--- config.mk ---
export PLATFORM = sky130hd
export DESIGN_NAME = uart_bootloader_command_engine_top_flat
export DESIGN_NICKNAME = d
export VERILOG_FILES = /design/src/rtl/ubce_pkg.sv /design/src/rtl/ubce_if.sv /design/src/rtl/ubce_ctrl.sv /design/src/rtl/ubce_emit.sv /design/src/rtl/uart_bootloader_command_engine_top.sv /design/src/flat_wrapper.sv
export SDC_FILE = /design/constraint.sdc
export NUM_CORES = 2
export LEC_CHECK = 0
export CORE_ASPECT_RATIO = 2
export CORE_MARGIN = 2
export CORE_UTILIZATION = 60
export DETAILED_ROUTE_END_ITERATION = 8
export DONT_BUFFER_PORTS = 1
export PLACE_DENSITY = 0.76
export SYNTH_ARGS = -nofsm -noshare
export SYNTH_HDL_FRONTEND = slang
export SYNTH_SLANG_ARGS = --single-unit
--- constraint.sdc ---
create_clock -name clock -period 11.9 [get_ports clock]
set_input_delay 2.38 -clock clock [delete_from_list [all_inputs] [get_ports clock]]
set_output_delay 2.38 -clock clock [all_outputs]
set_load 0.05 [all_outputs]
--- src/rtl/ubce_pkg.sv ---
// Shared types, constants and code tables for the bootloader command engine.
package ubce_pkg;

   localparam int BUFFER_DEPTH_DEFAULT = 256;
   localparam int TIMER_BITS_DEFAULT   = 16;

   localparam logic [7:0] ACK_BYTE  = 8'h79;
   localparam logic [7:0] NACK_BYTE = 8'h1F;
   localparam logic [7:0] CPL_OK    = 8'hFF;

   localparam logic [7:0] CMD_GET        = 8'h00;
   localparam logic [7:0] CMD_VERSION    = 8'h01;
   localparam logic [7:0] CMD_ID         = 8'h02;
   localparam logic [7:0] CMD_READ       = 8'h11;
   localparam logic [7:0] CMD_GO         = 8'h21;
   localparam logic [7:0] CMD_WRITE      = 8'h31;
   localparam logic [7:0] CMD_PAGE_ERASE = 8'h43;

   localparam logic [7:0] GET_COUNT = 8'h07;
   localparam logic [7:0] ID_COUNT  = 8'h01;

   localparam logic [7:0] KNOWN_CODES [7] = '{CMD_GET, CMD_VERSION, CMD_ID, CMD_READ,
                                              CMD_GO, CMD_WRITE, CMD_PAGE_ERASE};

   localparam logic [2:0] CSR_VERSION = 3'd0;
   localparam logic [2:0] CSR_PID     = 3'd1;
   localparam logic [2:0] CSR_TIMEOUT = 3'd2;
   localparam logic [2:0] CSR_FBASE   = 3'd3;
   localparam logic [2:0] CSR_PSHIFT  = 3'd4;

   localparam logic OP_BYTE = 1'b0;
   localparam logic OP_TICK = 1'b1;

   typedef enum logic [2:0] {
      KIND_TX    = 3'd0,
      KIND_READ  = 3'd1,
      KIND_WRITE = 3'd2,
      KIND_ERASE = 3'd3,
      KIND_JUMP  = 3'd4
   } kind_type;

   typedef enum logic [2:0] {
      PH_GREET, PH_IDLE, PH_CPL, PH_ADDR, PH_RLEN, PH_COUNT, PH_DATA, PH_DRAIN
   } phase_type;

   typedef enum logic [3:0] {
      SEQ_NONE, SEQ_ACK, SEQ_NACK, SEQ_GET, SEQ_VER, SEQ_ID, SEQ_JUMP, SEQ_READ,
      SEQ_DRAIN
   } seq_type;

   typedef struct packed {
      logic [7:0]  version_code;
      logic [15:0] product_id;
      logic [15:0] timeout_ticks;
      logic [31:0] flash_base;
      logic [4:0]  page_shift;
   } cfg_type;

   // One accepted word's worth of responses, handed from control to the emitter.
   typedef struct packed {
      logic        greet;
      seq_type     seq;
      logic [31:0] addr;
      logic [8:0]  len;
      logic        ack_after;
      logic        erase;
   } desc_type;

   function automatic logic [3:0] seq_len(input seq_type s, input logic ack_after);
      logic [3:0] n;
      unique case (s)
         SEQ_NONE:  n = 4'd0;
         SEQ_ACK:   n = 4'd1;
         SEQ_NACK:  n = 4'd1;
         SEQ_GET:   n = 4'd11;
         SEQ_VER:   n = 4'd5;
         SEQ_ID:    n = 4'd5;
         SEQ_JUMP:  n = 4'd2;
         SEQ_READ:  n = 4'd2;
         SEQ_DRAIN: n = ack_after ? 4'd2 : 4'd1;
         default:   n = 4'd0;
      endcase
      return n;
   endfunction

endpackage

--- src/rtl/ubce_if.sv ---
// Valid/ready channel interfaces for command input and response output.
interface ubce_req_if;
   logic       valid;
   logic       ready;
   logic       op;
   logic [7:0] rx_byte;
   modport source (output valid, output op, output rx_byte, input ready);
   modport sink   (input valid, input op, input rx_byte, output ready);
endinterface

interface ubce_rsp_if;
   logic        valid;
   logic        ready;
   logic [2:0]  kind;
   logic [7:0]  tx_value;
   logic [31:0] mem_address;
   logic [8:0]  read_length;
   logic        last;
   modport source (output valid, output kind, output tx_value, output mem_address,
                   output read_length, output last, input ready);
   modport sink   (input valid, input kind, input tx_value, input mem_address,
                   input read_length, input last, output ready);
endinterface

--- src/rtl/ubce_ctrl.sv ---
// Protocol state machine with the write/page buffer memory.
module ubce_ctrl import ubce_pkg::*; #(
   parameter int BUFFER_DEPTH = BUFFER_DEPTH_DEFAULT,
   parameter int TIMER_BITS   = TIMER_BITS_DEFAULT
) (
   input  logic       clock,
   input  logic       reset,
   input  logic       accept,
   input  logic       op,
   input  logic [7:0] rx_byte,
   input  cfg_type    cfg,
   output desc_type   desc,
   output logic [7:0] rdata
);

   localparam int AW = $clog2(BUFFER_DEPTH);
   localparam int CW = (TIMER_BITS > 16) ? TIMER_BITS : 16;

   phase_type             phase_ff, phase_in;
   logic [7:0]            cmd_ff, cmd_in;
   logic [31:0]           taddr_ff, taddr_in;
   logic [7:0]            csum_ff, csum_in;
   logic [8:0]            bidx_ff, bidx_in;
   logic [7:0]            count_ff, count_in;
   logic [TIMER_BITS-1:0] tcnt_ff, tcnt_in;
   logic [8:0]            didx_ff, didx_in;
   logic                  mem_we;
   logic                  mem_re;
   logic [7:0]            mem [BUFFER_DEPTH];
   logic [7:0]            rdata_ff;
   phase_type             ph;
   logic [TIMER_BITS-1:0] tcnt_inc;

   assign rdata = rdata_ff;

   always_ff @(posedge clock) begin
      if (mem_we) begin
         mem[bidx_ff[AW-1:0]] <= rx_byte;
      end
      if (mem_re) begin
         rdata_ff <= mem[didx_ff[AW-1:0]];
      end
   end

   always_ff @(posedge clock) begin
      if (reset) begin
         phase_ff <= PH_GREET;
         cmd_ff   <= '0;
         taddr_ff <= '0;
         csum_ff  <= '0;
         bidx_ff  <= '0;
         count_ff <= '0;
         tcnt_ff  <= '0;
         didx_ff  <= '0;
      end else if (accept) begin
         phase_ff <= phase_in;
         cmd_ff   <= cmd_in;
         taddr_ff <= taddr_in;
         csum_ff  <= csum_in;
         bidx_ff  <= bidx_in;
         count_ff <= count_in;
         tcnt_ff  <= tcnt_in;
         didx_ff  <= didx_in;
      end
   end

   assign tcnt_inc = (&tcnt_ff) ? tcnt_ff : tcnt_ff + 1'b1;

   always_comb begin
      cmd_in    = cmd_ff;
      taddr_in  = taddr_ff;
      csum_in   = csum_ff;
      bidx_in   = bidx_ff;
      count_in  = count_ff;
      tcnt_in   = tcnt_ff;
      didx_in   = didx_ff;
      mem_we    = 1'b0;
      mem_re    = 1'b0;
      desc      = '0;
      desc.seq  = SEQ_NONE;
      desc.greet = (phase_ff == PH_GREET);
      // The greeting word is otherwise handled exactly as in idle.
      ph = (phase_ff == PH_GREET) ? PH_IDLE : phase_ff;
      phase_in  = ph;
      if (op == OP_BYTE) begin
         unique case (ph)
            PH_IDLE: begin
               cmd_in   = rx_byte;
               phase_in = PH_CPL;
               bidx_in  = '0;
               tcnt_in  = '0;
            end
            PH_CPL: begin
               phase_in = PH_IDLE;
               if ((cmd_ff ^ rx_byte) != CPL_OK) begin
                  desc.seq = SEQ_NACK;
               end else begin
                  unique case (cmd_ff)
                     CMD_GET:     desc.seq = SEQ_GET;
                     CMD_VERSION: desc.seq = SEQ_VER;
                     CMD_ID:      desc.seq = SEQ_ID;
                     CMD_READ, CMD_GO, CMD_WRITE: begin
                        desc.seq = SEQ_ACK;
                        phase_in = PH_ADDR;
                        bidx_in  = '0;
                        tcnt_in  = '0;
                        csum_in  = '0;
                        taddr_in = '0;
                     end
                     CMD_PAGE_ERASE: begin
                        desc.seq = SEQ_ACK;
                        phase_in = PH_COUNT;
                     end
                     default: desc.seq = SEQ_NACK;
                  endcase
               end
            end
            PH_ADDR: begin
               if (bidx_ff < 9'd4) begin
                  taddr_in = {taddr_ff[23:0], rx_byte};
                  csum_in  = csum_ff ^ rx_byte;
                  bidx_in  = bidx_ff + 9'd1;
               end else if (rx_byte != csum_ff) begin
                  desc.seq = SEQ_NACK;
                  phase_in = PH_IDLE;
               end else if (cmd_ff == CMD_READ) begin
                  desc.seq = SEQ_ACK;
                  phase_in = PH_RLEN;
                  bidx_in  = '0;
                  tcnt_in  = '0;
               end else if (cmd_ff == CMD_GO) begin
                  desc.seq  = SEQ_JUMP;
                  desc.addr = taddr_ff;
                  phase_in  = PH_IDLE;
               end else begin
                  desc.seq = SEQ_ACK;
                  phase_in = PH_COUNT;
               end
            end
            PH_RLEN: begin
               if (bidx_ff == 9'd0) begin
                  count_in = rx_byte;
                  bidx_in  = 9'd1;
               end else if ((count_ff ^ rx_byte) != CPL_OK) begin
                  desc.seq = SEQ_NACK;
                  phase_in = PH_IDLE;
               end else begin
                  desc.seq  = SEQ_READ;
                  desc.addr = taddr_ff;
                  desc.len  = {1'b0, count_ff} + 9'd1;
                  phase_in  = PH_IDLE;
               end
            end
            PH_COUNT: begin
               count_in = rx_byte;
               if (cmd_ff == CMD_PAGE_ERASE && rx_byte == CPL_OK) begin
                  desc.seq = SEQ_NACK;
                  phase_in = PH_IDLE;
               end else begin
                  phase_in = PH_DATA;
                  bidx_in  = '0;
                  tcnt_in  = '0;
                  csum_in  = rx_byte;
               end
            end
            PH_DATA: begin
               if (bidx_ff <= {1'b0, count_ff}) begin
                  mem_we  = accept;
                  csum_in = csum_ff ^ rx_byte;
                  bidx_in = bidx_ff + 9'd1;
               end else if (rx_byte != csum_ff) begin
                  desc.seq = SEQ_NACK;
                  phase_in = PH_IDLE;
               end else begin
                  phase_in = PH_DRAIN;
                  didx_in  = '0;
               end
            end
            default: ;
         endcase
      end else begin
         priority case (ph)
            PH_CPL, PH_ADDR, PH_RLEN, PH_DATA: begin
               tcnt_in = tcnt_inc;
               if (CW'(tcnt_inc) >= CW'(cfg.timeout_ticks)) begin
                  phase_in = PH_IDLE;
                  if (ph != PH_CPL) begin
                     desc.seq = SEQ_NACK;
                  end
               end
            end
            PH_DRAIN: begin
               // The buffer entry is read at this edge and held for the emitter.
               mem_re         = accept;
               desc.seq       = SEQ_DRAIN;
               desc.erase     = (cmd_ff == CMD_PAGE_ERASE);
               desc.addr      = taddr_ff + {23'd0, didx_ff};
               didx_in        = didx_ff + 9'd1;
               desc.ack_after = (didx_in > {1'b0, count_ff});
               if (desc.ack_after) begin
                  phase_in = PH_IDLE;
               end
            end
            default: ;
         endcase
      end
   end

endmodule

--- src/rtl/ubce_emit.sv ---
// Response sequencer: expands one descriptor into a run of result words.
module ubce_emit import ubce_pkg::*; (
   input  logic       clock,
   input  logic       reset,
   input  logic       req_fire,
   input  desc_type   desc,
   input  logic [7:0] rdata,
   input  cfg_type    cfg,
   output logic       req_ready,
   ubce_rsp_if.source rsp
);

   logic       busy_ff, busy_in;
   desc_type   desc_ff;
   logic [3:0] pos_ff, pos_in;
   logic [3:0] total_ff;
   logic [3:0] total;
   logic [3:0] q;
   logic       final_word;
   logic       load;
   logic [31:0] erase_addr;

   assign total      = seq_len(desc.seq, desc.ack_after) + {3'd0, desc.greet};
   assign load       = req_fire && (total != 4'd0);
   assign final_word = (pos_ff == total_ff - 4'd1);
   assign req_ready  = !busy_ff || (rsp.ready && final_word);

   always_comb begin
      busy_in = busy_ff;
      pos_in  = pos_ff;
      if (busy_ff && rsp.ready) begin
         pos_in = pos_ff + 4'd1;
         if (final_word) begin
            busy_in = 1'b0;
         end
      end
      if (load) begin
         busy_in = 1'b1;
         pos_in  = '0;
      end
   end

   always_ff @(posedge clock) begin
      if (reset) begin
         busy_ff <= 1'b0;
         pos_ff  <= '0;
      end else begin
         busy_ff <= busy_in;
         pos_ff  <= pos_in;
      end
      if (load) begin
         desc_ff  <= desc;
         total_ff <= total;
      end
   end

   assign q          = pos_ff - {3'd0, desc_ff.greet};
   assign erase_addr = cfg.flash_base + ({24'd0, rdata} << cfg.page_shift);

   always_comb begin
      rsp.valid       = busy_ff;
      rsp.last        = final_word;
      rsp.kind        = KIND_TX;
      rsp.tx_value    = ACK_BYTE;
      rsp.mem_address = '0;
      rsp.read_length = '0;
      if (!(desc_ff.greet && pos_ff == 4'd0)) begin
         unique case (desc_ff.seq)
            SEQ_NACK: rsp.tx_value = NACK_BYTE;
            SEQ_GET: begin
               if (q == 4'd1) begin
                  rsp.tx_value = GET_COUNT;
               end else if (q == 4'd2) begin
                  rsp.tx_value = cfg.version_code;
               end else if (q >= 4'd3 && q <= 4'd9) begin
                  rsp.tx_value = KNOWN_CODES[3'(q - 4'd3)];
               end
            end
            SEQ_VER: begin
               if (q == 4'd1) begin
                  rsp.tx_value = cfg.version_code;
               end else if (q == 4'd2 || q == 4'd3) begin
                  rsp.tx_value = 8'd0;
               end
            end
            SEQ_ID: begin
               if (q == 4'd1) begin
                  rsp.tx_value = ID_COUNT;
               end else if (q == 4'd2) begin
                  rsp.tx_value = cfg.product_id[15:8];
               end else if (q == 4'd3) begin
                  rsp.tx_value = cfg.product_id[7:0];
               end
            end
            SEQ_JUMP: begin
               if (q == 4'd1) begin
                  rsp.kind        = KIND_JUMP;
                  rsp.tx_value    = 8'd0;
                  rsp.mem_address = desc_ff.addr;
               end
            end
            SEQ_READ: begin
               if (q == 4'd1) begin
                  rsp.kind        = KIND_READ;
                  rsp.tx_value    = 8'd0;
                  rsp.mem_address = desc_ff.addr;
                  rsp.read_length = desc_ff.len;
               end
            end
            SEQ_DRAIN: begin
               if (q == 4'd0) begin
                  if (desc_ff.erase) begin
                     rsp.kind        = KIND_ERASE;
                     rsp.tx_value    = 8'd0;
                     rsp.mem_address = erase_addr;
                  end else begin
                     rsp.kind        = KIND_WRITE;
                     rsp.tx_value    = rdata;
                     rsp.mem_address = desc_ff.addr;
                  end
               end
            end
            default: ;
         endcase
      end
   end

endmodule

--- src/rtl/uart_bootloader_command_engine_top.sv ---
// Top level of the serial bootloader command engine.
// Each input word is a received byte or a time tick; the engine checks command and
// complement pairs, address and data checksums, buffers write data or erase page lists
// in a BUFFER_DEPTH-byte memory (256 by default), and answers with ACK/NACK bytes and
// memory actions. A word is taken when the response sequencer is free or is passing on
// the last result of its run; the word then yields one result per cycle while the
// output is ready. A drain tick reads its buffer byte at the accepting edge and emits
// it on the next cycle. There is no clearing pass after reset. The user must write the
// configuration through the csr port only while idle; the block does not enforce it.
module uart_bootloader_command_engine_top import ubce_pkg::*; #(
   parameter int BUFFER_DEPTH = BUFFER_DEPTH_DEFAULT,
   parameter int TIMER_BITS   = TIMER_BITS_DEFAULT
) (
   input  logic        clock,
   input  logic        reset,
   ubce_req_if.sink    req_chan,
   ubce_rsp_if.source  rsp_chan,
   input  logic        csr_we,
   input  logic [2:0]  csr_index,
   input  logic [31:0] csr_wdata
);

   cfg_type    cfg_ff;
   desc_type   desc;
   logic [7:0] rdata;
   logic       req_ready;
   logic       req_fire;

   always_ff @(posedge clock) begin
      if (reset) begin
         cfg_ff.version_code  <= 8'd1;
         cfg_ff.product_id    <= 16'd1088;
         cfg_ff.timeout_ticks <= 16'd1000;
         cfg_ff.flash_base    <= 32'h0800_0000;
         cfg_ff.page_shift    <= 5'd10;
      end else if (csr_we) begin
         unique case (csr_index)
            CSR_VERSION: cfg_ff.version_code  <= csr_wdata[7:0];
            CSR_PID:     cfg_ff.product_id    <= csr_wdata[15:0];
            CSR_TIMEOUT: cfg_ff.timeout_ticks <= csr_wdata[15:0];
            CSR_FBASE:   cfg_ff.flash_base    <= csr_wdata;
            CSR_PSHIFT:  cfg_ff.page_shift    <= csr_wdata[4:0];
            default: ;
         endcase
      end
   end

   assign req_chan.ready = req_ready;
   assign req_fire       = req_chan.valid && req_ready;

   ubce_ctrl #(
      .BUFFER_DEPTH (BUFFER_DEPTH),
      .TIMER_BITS   (TIMER_BITS)
   ) u_ctrl (
      .clock   (clock),
      .reset   (reset),
      .accept  (req_fire),
      .op      (req_chan.op),
      .rx_byte (req_chan.rx_byte),
      .cfg     (cfg_ff),
      .desc    (desc),
      .rdata   (rdata)
   );

   ubce_emit u_emit (
      .clock     (clock),
      .reset     (reset),
      .req_fire  (req_fire),
      .desc      (desc),
      .rdata     (rdata),
      .cfg       (cfg_ff),
      .req_ready (req_ready),
      .rsp       (rsp_chan)
   );

endmodule

--- src/flat_wrapper.sv ---
// flat-port wrapper written by rule: the top's interface ports become plain ports
module uart_bootloader_command_engine_top_flat import ubce_pkg::*;
#(
   parameter int BUFFER_DEPTH = BUFFER_DEPTH_DEFAULT,
   parameter int TIMER_BITS   = TIMER_BITS_DEFAULT
)
  (clock, reset, csr_we, csr_index, csr_wdata, req_chan_valid, req_chan_op, req_chan_rx_byte, req_chan_ready, rsp_chan_valid, rsp_chan_kind, rsp_chan_tx_value, rsp_chan_mem_address, rsp_chan_read_length, rsp_chan_last, rsp_chan_ready);
  ubce_req_if req_chan_i ();
  ubce_rsp_if rsp_chan_i ();
  input  logic clock;
  input  logic reset;
  input  logic csr_we;
  input  logic [2:0] csr_index;
  input  logic [31:0] csr_wdata;
  input wire logic [$bits(req_chan_i.valid)-1:0] req_chan_valid;
  input wire logic [$bits(req_chan_i.op)-1:0] req_chan_op;
  input wire logic [$bits(req_chan_i.rx_byte)-1:0] req_chan_rx_byte;
  output wire logic [$bits(req_chan_i.ready)-1:0] req_chan_ready;
  output wire logic [$bits(rsp_chan_i.valid)-1:0] rsp_chan_valid;
  output wire logic [$bits(rsp_chan_i.kind)-1:0] rsp_chan_kind;
  output wire logic [$bits(rsp_chan_i.tx_value)-1:0] rsp_chan_tx_value;
  output wire logic [$bits(rsp_chan_i.mem_address)-1:0] rsp_chan_mem_address;
  output wire logic [$bits(rsp_chan_i.read_length)-1:0] rsp_chan_read_length;
  output wire logic [$bits(rsp_chan_i.last)-1:0] rsp_chan_last;
  input wire logic [$bits(rsp_chan_i.ready)-1:0] rsp_chan_ready;
  assign req_chan_i.valid = req_chan_valid;
  assign req_chan_i.op = req_chan_op;
  assign req_chan_i.rx_byte = req_chan_rx_byte;
  assign req_chan_ready = req_chan_i.ready;
  assign rsp_chan_valid = rsp_chan_i.valid;
  assign rsp_chan_kind = rsp_chan_i.kind;
  assign rsp_chan_tx_value = rsp_chan_i.tx_value;
  assign rsp_chan_mem_address = rsp_chan_i.mem_address;
  assign rsp_chan_read_length = rsp_chan_i.read_length;
  assign rsp_chan_last = rsp_chan_i.last;
  assign rsp_chan_i.ready = rsp_chan_ready;
  uart_bootloader_command_engine_top #(.BUFFER_DEPTH(BUFFER_DEPTH), .TIMER_BITS(TIMER_BITS)) u_core (.clock(clock), .reset(reset), .req_chan(req_chan_i), .rsp_chan(rsp_chan_i), .csr_we(csr_we), .csr_index(csr_index), .csr_wdata(csr_wdata));
endmodule
==> Word level (Yosys, flattened, before mapping) <==
Memory sizes are Yosys's and may differ from the RTL's. A register that Yosys moved wholly into a read port is not among the register bits.
Cells that the tools add are included.
W data, S select, Z words.
{ "op_classes": {"add_sub_neg": 11, "order_cmp": 7, "n_eq_ne": 59, "shift": 1, "muxes": 117, "n_bitwise": 6, "reduce_logical": 49} }
{ "ops": {"columns": ["cell", "count"], "rows": [
  ["$mux W32", 11],
  ["$pmux W32 S2", 3],
  ["$mux W16", 9],
  ["$mux W8", 18],
  ["$mux W9", 16],
  ["$mux W36", 2],
  ["$pmux W16 S4", 1],
  ["$mux W3", 19],
  ["$pmux W9 S6", 1],
  ["$pmux W8 S6", 1],
  ["$mux W45", 1],
  ["$mux W41", 1],
  ["$pmux W4 S5", 2],
  ["$add A32 B32 Y32", 1],
  ["$add A32 B9 Y32", 1],
  ["$eq A4 B3 Y1 const B", 8],
  ["$pmux W8 S4", 1],
  ["$shl A8 B5 Y32", 1],
  ["$eq A4 B2 Y1 const B", 6],
  ["$xor A8 B8 Y8", 3],
  ["$ne A3 B3 Y1 const B", 7],
  ["$add A9 B1 Y9 const B", 2],
  ["$pmux W3 S6", 1],
  ["$add A16 B1 Y16 const B", 1],
  ["64 further kinds", 133]
]} }
{ "totals": {"regBits": 226, "mem_bits_rw": 2048, "mem_bits_ro": 64, "memories": 2} }
{ "memory_table": {"columns": ["name", "words", "width", "rd", "rd_clocked_by_memory_dff", "wr", "line", "source"], "rows": [
  ["u_core.u_ctrl.mem", 256, 8, 1, 1, 1, "ubce_ctrl.sv:29", "logic [7:0] mem [BUFFER_DEPTH];"],
  ["(name not given)", 8, 8, 1, 0, 0, "ubce_emit.sv:76", "rsp.tx_value = KNOWN_CODES[3'(q - 4'd3)];"]
]} }

==> Longest topological paths before layout <==
{ "depth": {"word_depth": 15, "mapped_depth": 23} }

==> Hierarchy <==
A second synthesis with hierarchy kept.
{ "hier_totals": {"cells_unflattened": 5768, "area_unflattened_um2": 96049.6} }
{ "by_module_without_submodules": {"columns": ["module", "instances", "cells_per_inst", "area_per_inst_um2", "seq_area_each_um2"], "rows": [
  ["ubce_ctrl", 1, 4785, 87139.8, 63601.0],
  ["ubce_emit", 1, 680, 5720.5, 1631.6],
  ["uart_bootloader_command_engine_top", 1, 303, 3189.3, 1541.5]
]} }

==> Least setup slack after synthesis <==
No wires, ideal clock.
{ "synth_timing": {"path_kind": "input-to-reg", "start": "input port req_chan_rx_byte[1]", "end": "register u_core.u_emit.desc_ff[0] in the netlist's numbering (enable)", "t_arrival_ns": 7.033, "path_slack_ns": 4.408, "cell_stages": 14, "n_path_buf": 1, "path_cell_list": "buf_4 -> xnor2_1 -> nor4_1 -> nand2_1 -> o31a_1 -> a2111oi_4 -> o21ai_0 -> nor2_1 -> o211ai_1 -> ha_1 -> ha_1 -> nand3b_1 -> and4bb_1 -> nor2_1"} }
{ "synth_rtl": {"columns": ["element", "line", "source"], "rows": [
  ["from (decl)", "flat_wrapper.sv:17", "input wire logic [$bits(req_chan_i.rx_byte)-1:0] req_chan_rx_byte;"],
  ["to (signal assigned)", "ubce_emit.sv:52", "desc_ff <= desc;"],
  ["to (decl)", "ubce_emit.sv:14", "desc_type desc_ff;"]
]} }

==> Worst setup path after layout <==
{ "layout_timing": {"start": "register u_core.cfg_ff[1] in the netlist's numbering", "end": "output port rsp_chan_mem_address[31]"} }
{ "layout_via": {"elab_chain_len": 6} }
{ "layout_rtl": {"columns": ["element", "line", "source"], "rows": [
  ["from (decl)", "uart_bootloader_command_engine_top.sv:23", "cfg_type cfg_ff;"],
  ["$shl A8 B5 Y32", "ubce_emit.sv:58", "assign erase_addr = cfg.flash_base + ({24'd0, rdata} << cfg.page_shift);"],
  ["$add A32 B32 Y32", "ubce_emit.sv:58", null],
  ["$mux W32", "ubce_emit.sv:112", "if (desc_ff.erase) begin"],
  ["$mux W32", "ubce_emit.sv:111", "if (q == 4'd0) begin"],
  ["$pmux W32 S2", "ubce_emit.sv:68", "unique case (desc_ff.seq)"],
  ["$mux W32", "ubce_emit.sv:67", "if (!(desc_ff.greet && pos_ff == 4'd0)) begin"],
  ["to (decl)", "flat_wrapper.sv:22", "output wire logic [$bits(rsp_chan_i.mem_address)-1:0] rsp_chan_mem_address;"]
]} }
Every way passes these cells.

==> flow_results.xml <==
<?xml version="1.0" encoding="UTF-8"?>
<metrics>
  <group name="run_status">
    <metric name="run_status" unit="">finished, violations left</metric>
    <metric name="violations" unit="">slew limit</metric>
  </group>
  <group name="logic_synthesis">
    <metric name="synth_sequential_area_ratio" unit="%">70.8</metric>
    <metric name="synthSimpleGateAreaFrac" unit="%">5.28</metric>
    <metric name="avgSynthCellArea" unit="um2">18.0</metric>
    <metric name="post_synth_inst_count" unit="">5232</metric>
    <metric name="synthMuxAreaShare" unit="%">16.4</metric>
    <metric name="synth_edf_count" unit="">2107</metric>
    <metric name="ys_dominant_reg_cell" unit="">sky130_fd_sc_hd__edfxtp_1</metric>
    <metric name="post_synth_instance_area" unit="um2">94300</metric>
    <metric name="dominant_combinational_cell_family_by_area_after_synthesis" unit="">multiplexers</metric>
    <metric name="synth_largest_type_area_fraction" unit="%">67.1</metric>
    <metric name="async_reset_ff_share" unit="%">0</metric>
    <metric name="synth.largest_area_cell" unit="">sky130_fd_sc_hd__edfxtp_1</metric>
    <metric name="yosys_register_bits" unit="">2282</metric>
    <metric name="synth_fa_ha_area_share" unit="%">1.25</metric>
    <metric name="total_nets_after_synthesis" unit="">5374</metric>
    <metric name="synthXorXnorAreaFrac" unit="%">0.863</metric>
    <metric name="synth-compound-area-share" unit="%">3.79</metric>
    <metric name="ys_top_cells_by_area" unit="">sky130_fd_sc_hd__edfxtp_1 67%, sky130_fd_sc_hd__mux4_2 16%, sky130_fd_sc_hd__dfxtp_1 3.7%</metric>
    <metric name="netlist-cell-type-count" unit="">82</metric>
    <metric name="synth.yosys.warnings" unit="">0</metric>
  </group>
  <group name="timing">
    <metric name="finalCriticalPeriod" unit="ps">8340</metric>
    <metric name="timing.clock.skew" unit="ps">66.1</metric>
    <metric name="setup_tns" unit="ps">0</metric>
    <metric name="normalized_max_slew_margin" unit="%">-2.62</metric>
    <metric name="worst-slew-pin-transition" unit="ps">1540</metric>
    <metric name="rsz0062_at_grt" unit="">false</metric>
    <metric name="drv_slew" unit="">52</metric>
    <metric name="maxClockFrequency" unit="MHz">120</metric>
    <metric name="hold_ws" unit="ps">461</metric>
    <metric name="setup_violations" unit="">0</metric>
    <metric name="min_period_over_period" unit="%">70.1</metric>
    <metric name="final_hold_fails" unit="">0</metric>
  </group>
  <group name="final_layout">
    <metric name="fillers" unit="">10100</metric>
    <metric name="finalNonFillerCells" unit="">7386</metric>
    <metric name="postLayoutCoreUtil" unit="%">65.6</metric>
    <metric name="finalNetCount" unit="">5308</metric>
    <metric name="final_area" unit="um2">102000</metric>
    <metric name="drive_gt1_share" unit="%">19.8</metric>
    <metric name="flow.area_growth_from_synthesis" unit="%">8.44</metric>
  </group>
  <group name="global_routing">
    <metric name="first_global_vias" unit="">51200</metric>
    <metric name="global_route.overflow_total" unit="">0</metric>
    <metric name="wire_length_of_the_first_global_routing_pass" unit="um">356000</metric>
    <metric name="antenna_violations_before_repair" unit="">6</metric>
    <metric name="globalRouteTotalUtil" unit="%">30.9</metric>
    <metric name="grt_max_degree" unit="">266</metric>
  </group>
  <group name="detailed_routing">
    <metric name="route.vias.total" unit="">50100</metric>
    <metric name="drcViolationCount" unit="">0</metric>
    <metric name="detail-route-antenna-nets" unit="">0</metric>
    <metric name="firstDrtPassIters" unit="">6</metric>
    <metric name="avgViaCountPerCell" unit="">6.78</metric>
    <metric name="routed_wire_length_per_instance" unit="um">33.2</metric>
    <metric name="drt-initial-drc-count" unit="">5384</metric>
    <metric name="wl" unit="um">245000</metric>
  </group>
  <group name="clock_tree">
    <metric name="hold_bufs_at_cts" unit="">0</metric>
    <metric name="clock_tree.buffer_depth" unit="">4</metric>
    <metric name="clk_pin_slew_worst_paths" unit="ps">70</metric>
    <metric name="sinks_on_the_clock_net" unit="">2282</metric>
    <metric name="postCtsSetupBuffers" unit="">0</metric>
    <metric name="post_cts.resized_instances" unit="">0</metric>
    <metric name="numCtsBuffers" unit="">188</metric>
    <metric name="cts-root-buf" unit="">sky130_fd_sc_hd__clkbuf_16</metric>
    <metric name="cts_h_tree_depth" unit="">4</metric>
    <metric name="cts_tree" unit="">done</metric>
    <metric name="clk-insertion-delay-late" unit="ps">860</metric>
  </group>
  <group name="critical_path">
    <metric name="timing.critical_path.buf_inv" unit="">0</metric>
    <metric name="slowest_stage" unit="">sky130_fd_sc_hd__o21ai_1</metric>
    <metric name="worst_setup_path_end_kind" unit="">output port</metric>
    <metric name="worst_path_largest_cell_delay" unit="ps">750</metric>
    <metric name="cp_cell_sequence" unit="">mux2_2 &gt; o21ai_0 &gt; o22a_1 &gt; o22ai_1 &gt; and2_1 &gt; ha_1 &gt; and4_1 &gt; and3_1 &gt; o211ai_1 &gt; a31oi_1 &gt; a31oi_1 &gt; o21ai_0 &gt; a41oi_1 &gt; xnor2_1 &gt; o21ai_1</metric>
    <metric name="worstPathRequired" unit="ps">9520</metric>
    <metric name="worst-path-max-fanout" unit="">14</metric>
    <metric name="crit_path_start_kind" unit="">flop</metric>
    <metric name="cp_top_family" unit="">compound AO/OA/AOI/OAI gates</metric>
    <metric name="worst-endpoint-arrival" unit="ps">5960</metric>
    <metric name="crit_type" unit="">flop to output port</metric>
  </group>
  <group name="min_path">
    <metric name="timing.hold.worst.class" unit="">flop to flop</metric>
  </group>
  <group name="placed_design">
    <metric name="post-place-cells" unit="">7046</metric>
    <metric name="numPortBuffers" unit="">0</metric>
    <metric name="place_area" unit="um2">96200</metric>
    <metric name="gp_congestion" unit="">0.986</metric>
    <metric name="hpwlAfterDp" unit="um">150000</metric>
  </group>
  <group name="pwr">
    <metric name="powerDensity" unit="nW/um2">149</metric>
    <metric name="p_sw" unit="uW">3020</metric>
    <metric name="share_clk_of_total_power" unit="%">40.8</metric>
    <metric name="sequentialPowerShare" unit="%">57.7</metric>
    <metric name="share_comb_of_total_power" unit="%">1.5</metric>
    <metric name="switching_share" unit="%">19.8</metric>
    <metric name="vdd_drop_max" unit="V">0.000127</metric>
    <metric name="leakagePower" unit="uW">0.0309</metric>
    <metric name="power.internal" unit="uW">12200</metric>
  </group>
  <group name="floorplan">
    <metric name="initial_core_util" unit="%">60.5</metric>
    <metric name="die_w" unit="um">284</metric>
    <metric name="dieHeight" unit="um">565</metric>
    <metric name="top_level_ports" unit="">104</metric>
    <metric name="core-area" unit="um2">156000</metric>
    <metric name="row_count" unit="">205</metric>
    <metric name="die_area" unit="um2">161000</metric>
  </group>
  <group name="flow_run">
    <metric name="max_cap_violations" unit="">0</metric>
  </group>
</metrics>
-- metal layers --
layer  vias up  part of all wire, %  global-route usage, %
li1      20800                    -                      -
met1     25900                   31                   32.9
met5         -               0.0049                      0
met4         2                  8.4                   21.7
met3       696                  6.8                   4.50
met2      2658                   54                   56.2
-- path summary, 6_finish.rpt --
check,slack [ps],cells past startpoint,from,end
worst min register to register,460,2,u_core.cfg_ff[53],u_core.cfg_ff[53]
worst min-delay path,460,2,u_core.cfg_ff[53],u_core.cfg_ff[53]
worst max register to register,5450,22,u_core.u_ctrl.tcnt_ff[4],u_core.u_emit.desc_ff[16]
worst max-delay path,3560,15,u_core.cfg_ff[1],rsp_chan_mem_address[31]
-- placed cells by master (no fill, tap or decap), drive strengths merged, types with 12 or more instances in the layout --
| cell | n |
|---|---|
| bufinv | 19 |
| a21o | 32 |
| xor2 | 26 |
| o31ai | 14 |
| nand4 | 28 |
| and3 | 27 |
| a22oi | 42 |
| dfxtp | 175 |
| nor3 | 35 |
| nand3 | 114 |
| nand2b | 20 |
| nor2b | 25 |
| a21oi | 215 |
| nand2 | 330 |
| inv | 65 |
| xnor2 | 66 |
| or3 | 12 |
| a31oi | 20 |
| and2 | 27 |
| nor2 | 425 |
| o22ai | 13 |
| mux2i | 27 |
| clkbuf | 217 |
| buf | 56 |
| nor4 | 14 |
| clkinv | 85 |
| ha | 91 |
| edfxtp | 2107 |
| clkinvlp | 12 |
| nand3b | 20 |
| mux4 | 672 |
| o21ai | 132 |
-- power groups by stage --
stage / combinational [uW] / clock (uW) / sequential (uW)
floorplan: 177 / 0 / 8960
global placement: 220 / 0 / 8980
detailed placement: 223 / 0 / 8980
CTS: 224 / 6270 / 8800
global route: 246 / 6520 / 8800
finish: 228 / 6220 / 8810
-- state kept, by name, indices dropped and copies added, names as in the netlist --
name,cells
u_core.u_ctrl.phase_ff,3
u_core.u_emit.desc_ff,47
u_core.u_emit.rsp.valid,1
u_core.u_ctrl.taddr_ff,32
u_core.u_ctrl.mem,2048
u_core.u_ctrl.cmd_ff,8
u_core.u_ctrl.bidx_ff,9
u_core.u_emit.pos_ff,4
u_core.u_ctrl.count_ff,8
u_core.u_ctrl.didx_ff,9
u_core.cfg_ff,77
u_core.u_emit.total_ff,4
u_core.u_ctrl.csum_ff,8
u_core.u_ctrl.rdata,8
u_core.u_ctrl.tcnt_ff,16
-- worst reg2reg max path: stages, from the launching register on --
cell and delay [ps]:
sky130_fd_sc_hd__dfxtp_1 480, sky130_fd_sc_hd__and4_1 290, sky130_fd_sc_hd__and3_1 250, sky130_fd_sc_hd__nand4_1 360
sky130_fd_sc_hd__and3_1 370, sky130_fd_sc_hd__nor2b_1 190, sky130_fd_sc_hd__and3_1 220, sky130_fd_sc_hd__xor2_1 170
sky130_fd_sc_hd__ha_1 300, sky130_fd_sc_hd__nand3_1 100, sky130_fd_sc_hd__nor2_1 100, sky130_fd_sc_hd__nand3_1 70
sky130_fd_sc_hd__o21ai_0 760, sky130_fd_sc_hd__o2111ai_1 270, sky130_fd_sc_hd__o21ai_0 200, sky130_fd_sc_hd__nor2_1 70
sky130_fd_sc_hd__o211ai_1 230, sky130_fd_sc_hd__ha_1 210, sky130_fd_sc_hd__ha_1 160, sky130_fd_sc_hd__a21boi_0 190
sky130_fd_sc_hd__and4bb_1 280, sky130_fd_sc_hd__nor2_4 140, sky130_fd_sc_hd__buf_4 550
-- Yosys cell counts, types with 10 or more instances --
cell and count:
sky130_fd_sc_hd__mux2i_1 27, sky130_fd_sc_hd__clkbuf_1 207, sky130_fd_sc_hd__nor2b_1 25, sky130_fd_sc_hd__mux4_2 672, sky130_fd_sc_hd__and2_1 27, sky130_fd_sc_hd__buf_2 62
sky130_fd_sc_hd__dfxtp_1 175, sky130_fd_sc_hd__o21bai_1 10, sky130_fd_sc_hd__o21ai_0 130, sky130_fd_sc_hd__inv_1 62, sky130_fd_sc_hd__xnor2_1 65, sky130_fd_sc_hd__xor2_1 26
sky130_fd_sc_hd__a21o_1 32, sky130_fd_sc_hd__a22oi_1 42, sky130_fd_sc_hd__buf_1 37, sky130_fd_sc_hd__nor4_1 13, sky130_fd_sc_hd__and3_1 27, sky130_fd_sc_hd__o22ai_1 13
sky130_fd_sc_hd__a31oi_1 20, sky130_fd_sc_hd__nor2_1 425, sky130_fd_sc_hd__a311oi_1 10, sky130_fd_sc_hd__or3_1 12, sky130_fd_sc_hd__nand2b_1 20, sky130_fd_sc_hd__nand3_1 111
sky130_fd_sc_hd__a211oi_1 10, sky130_fd_sc_hd__nor3_1 33, sky130_fd_sc_hd__ha_1 91, sky130_fd_sc_hd__edfxtp_1 2107, sky130_fd_sc_hd__a21oi_1 214, sky130_fd_sc_hd__nand2_1 329
sky130_fd_sc_hd__nand3b_1 20, sky130_fd_sc_hd__nand4_1 28, sky130_fd_sc_hd__o31ai_1 14
-- cell type report --
type | count | area [um2] | area share, %
flip-flops and latches | 2282 | 66800 | 65.3
multi-input cells | 2574 | 26100 | 25.5
clock buffers | 217 | 4940 | 4.83
well taps | 2070 | 2590 | 2.53
clock inverters | 117 | 1090 | 1.07
repair buffers | 56 | 483 | 0.472
inverters | 64 | 240 | 0.235
diodes | 6 | 15.0 | 0.0147
-- cell families (layout without fill, tap and decap cells) --
logic type,count (synthesis),count (layout)
other cells,0,6
xor+xnor,92,92
fa+ha+maj,93,93
compound gates,577,577
flops,2282,2282
mux,704,704
simple gates,1108,1108
buf+inv,376,454
-- stage by stage --
| step | total power, uW | worst slack (ps) |
|---|---|---|
| 6_report | 15300 | 3560 |
| 5_1_grt | 15600 | 3240 |
| 4_1_cts | 15300 | 3540 |
| 3_5_place_dp | 9200 | 4390 |
| 3_3_place_gp | 9200 | 4370 |
| 2_1_floorplan | 9140 | 4410 |
No activity file was read; power rests on OpenSTA's default activity.
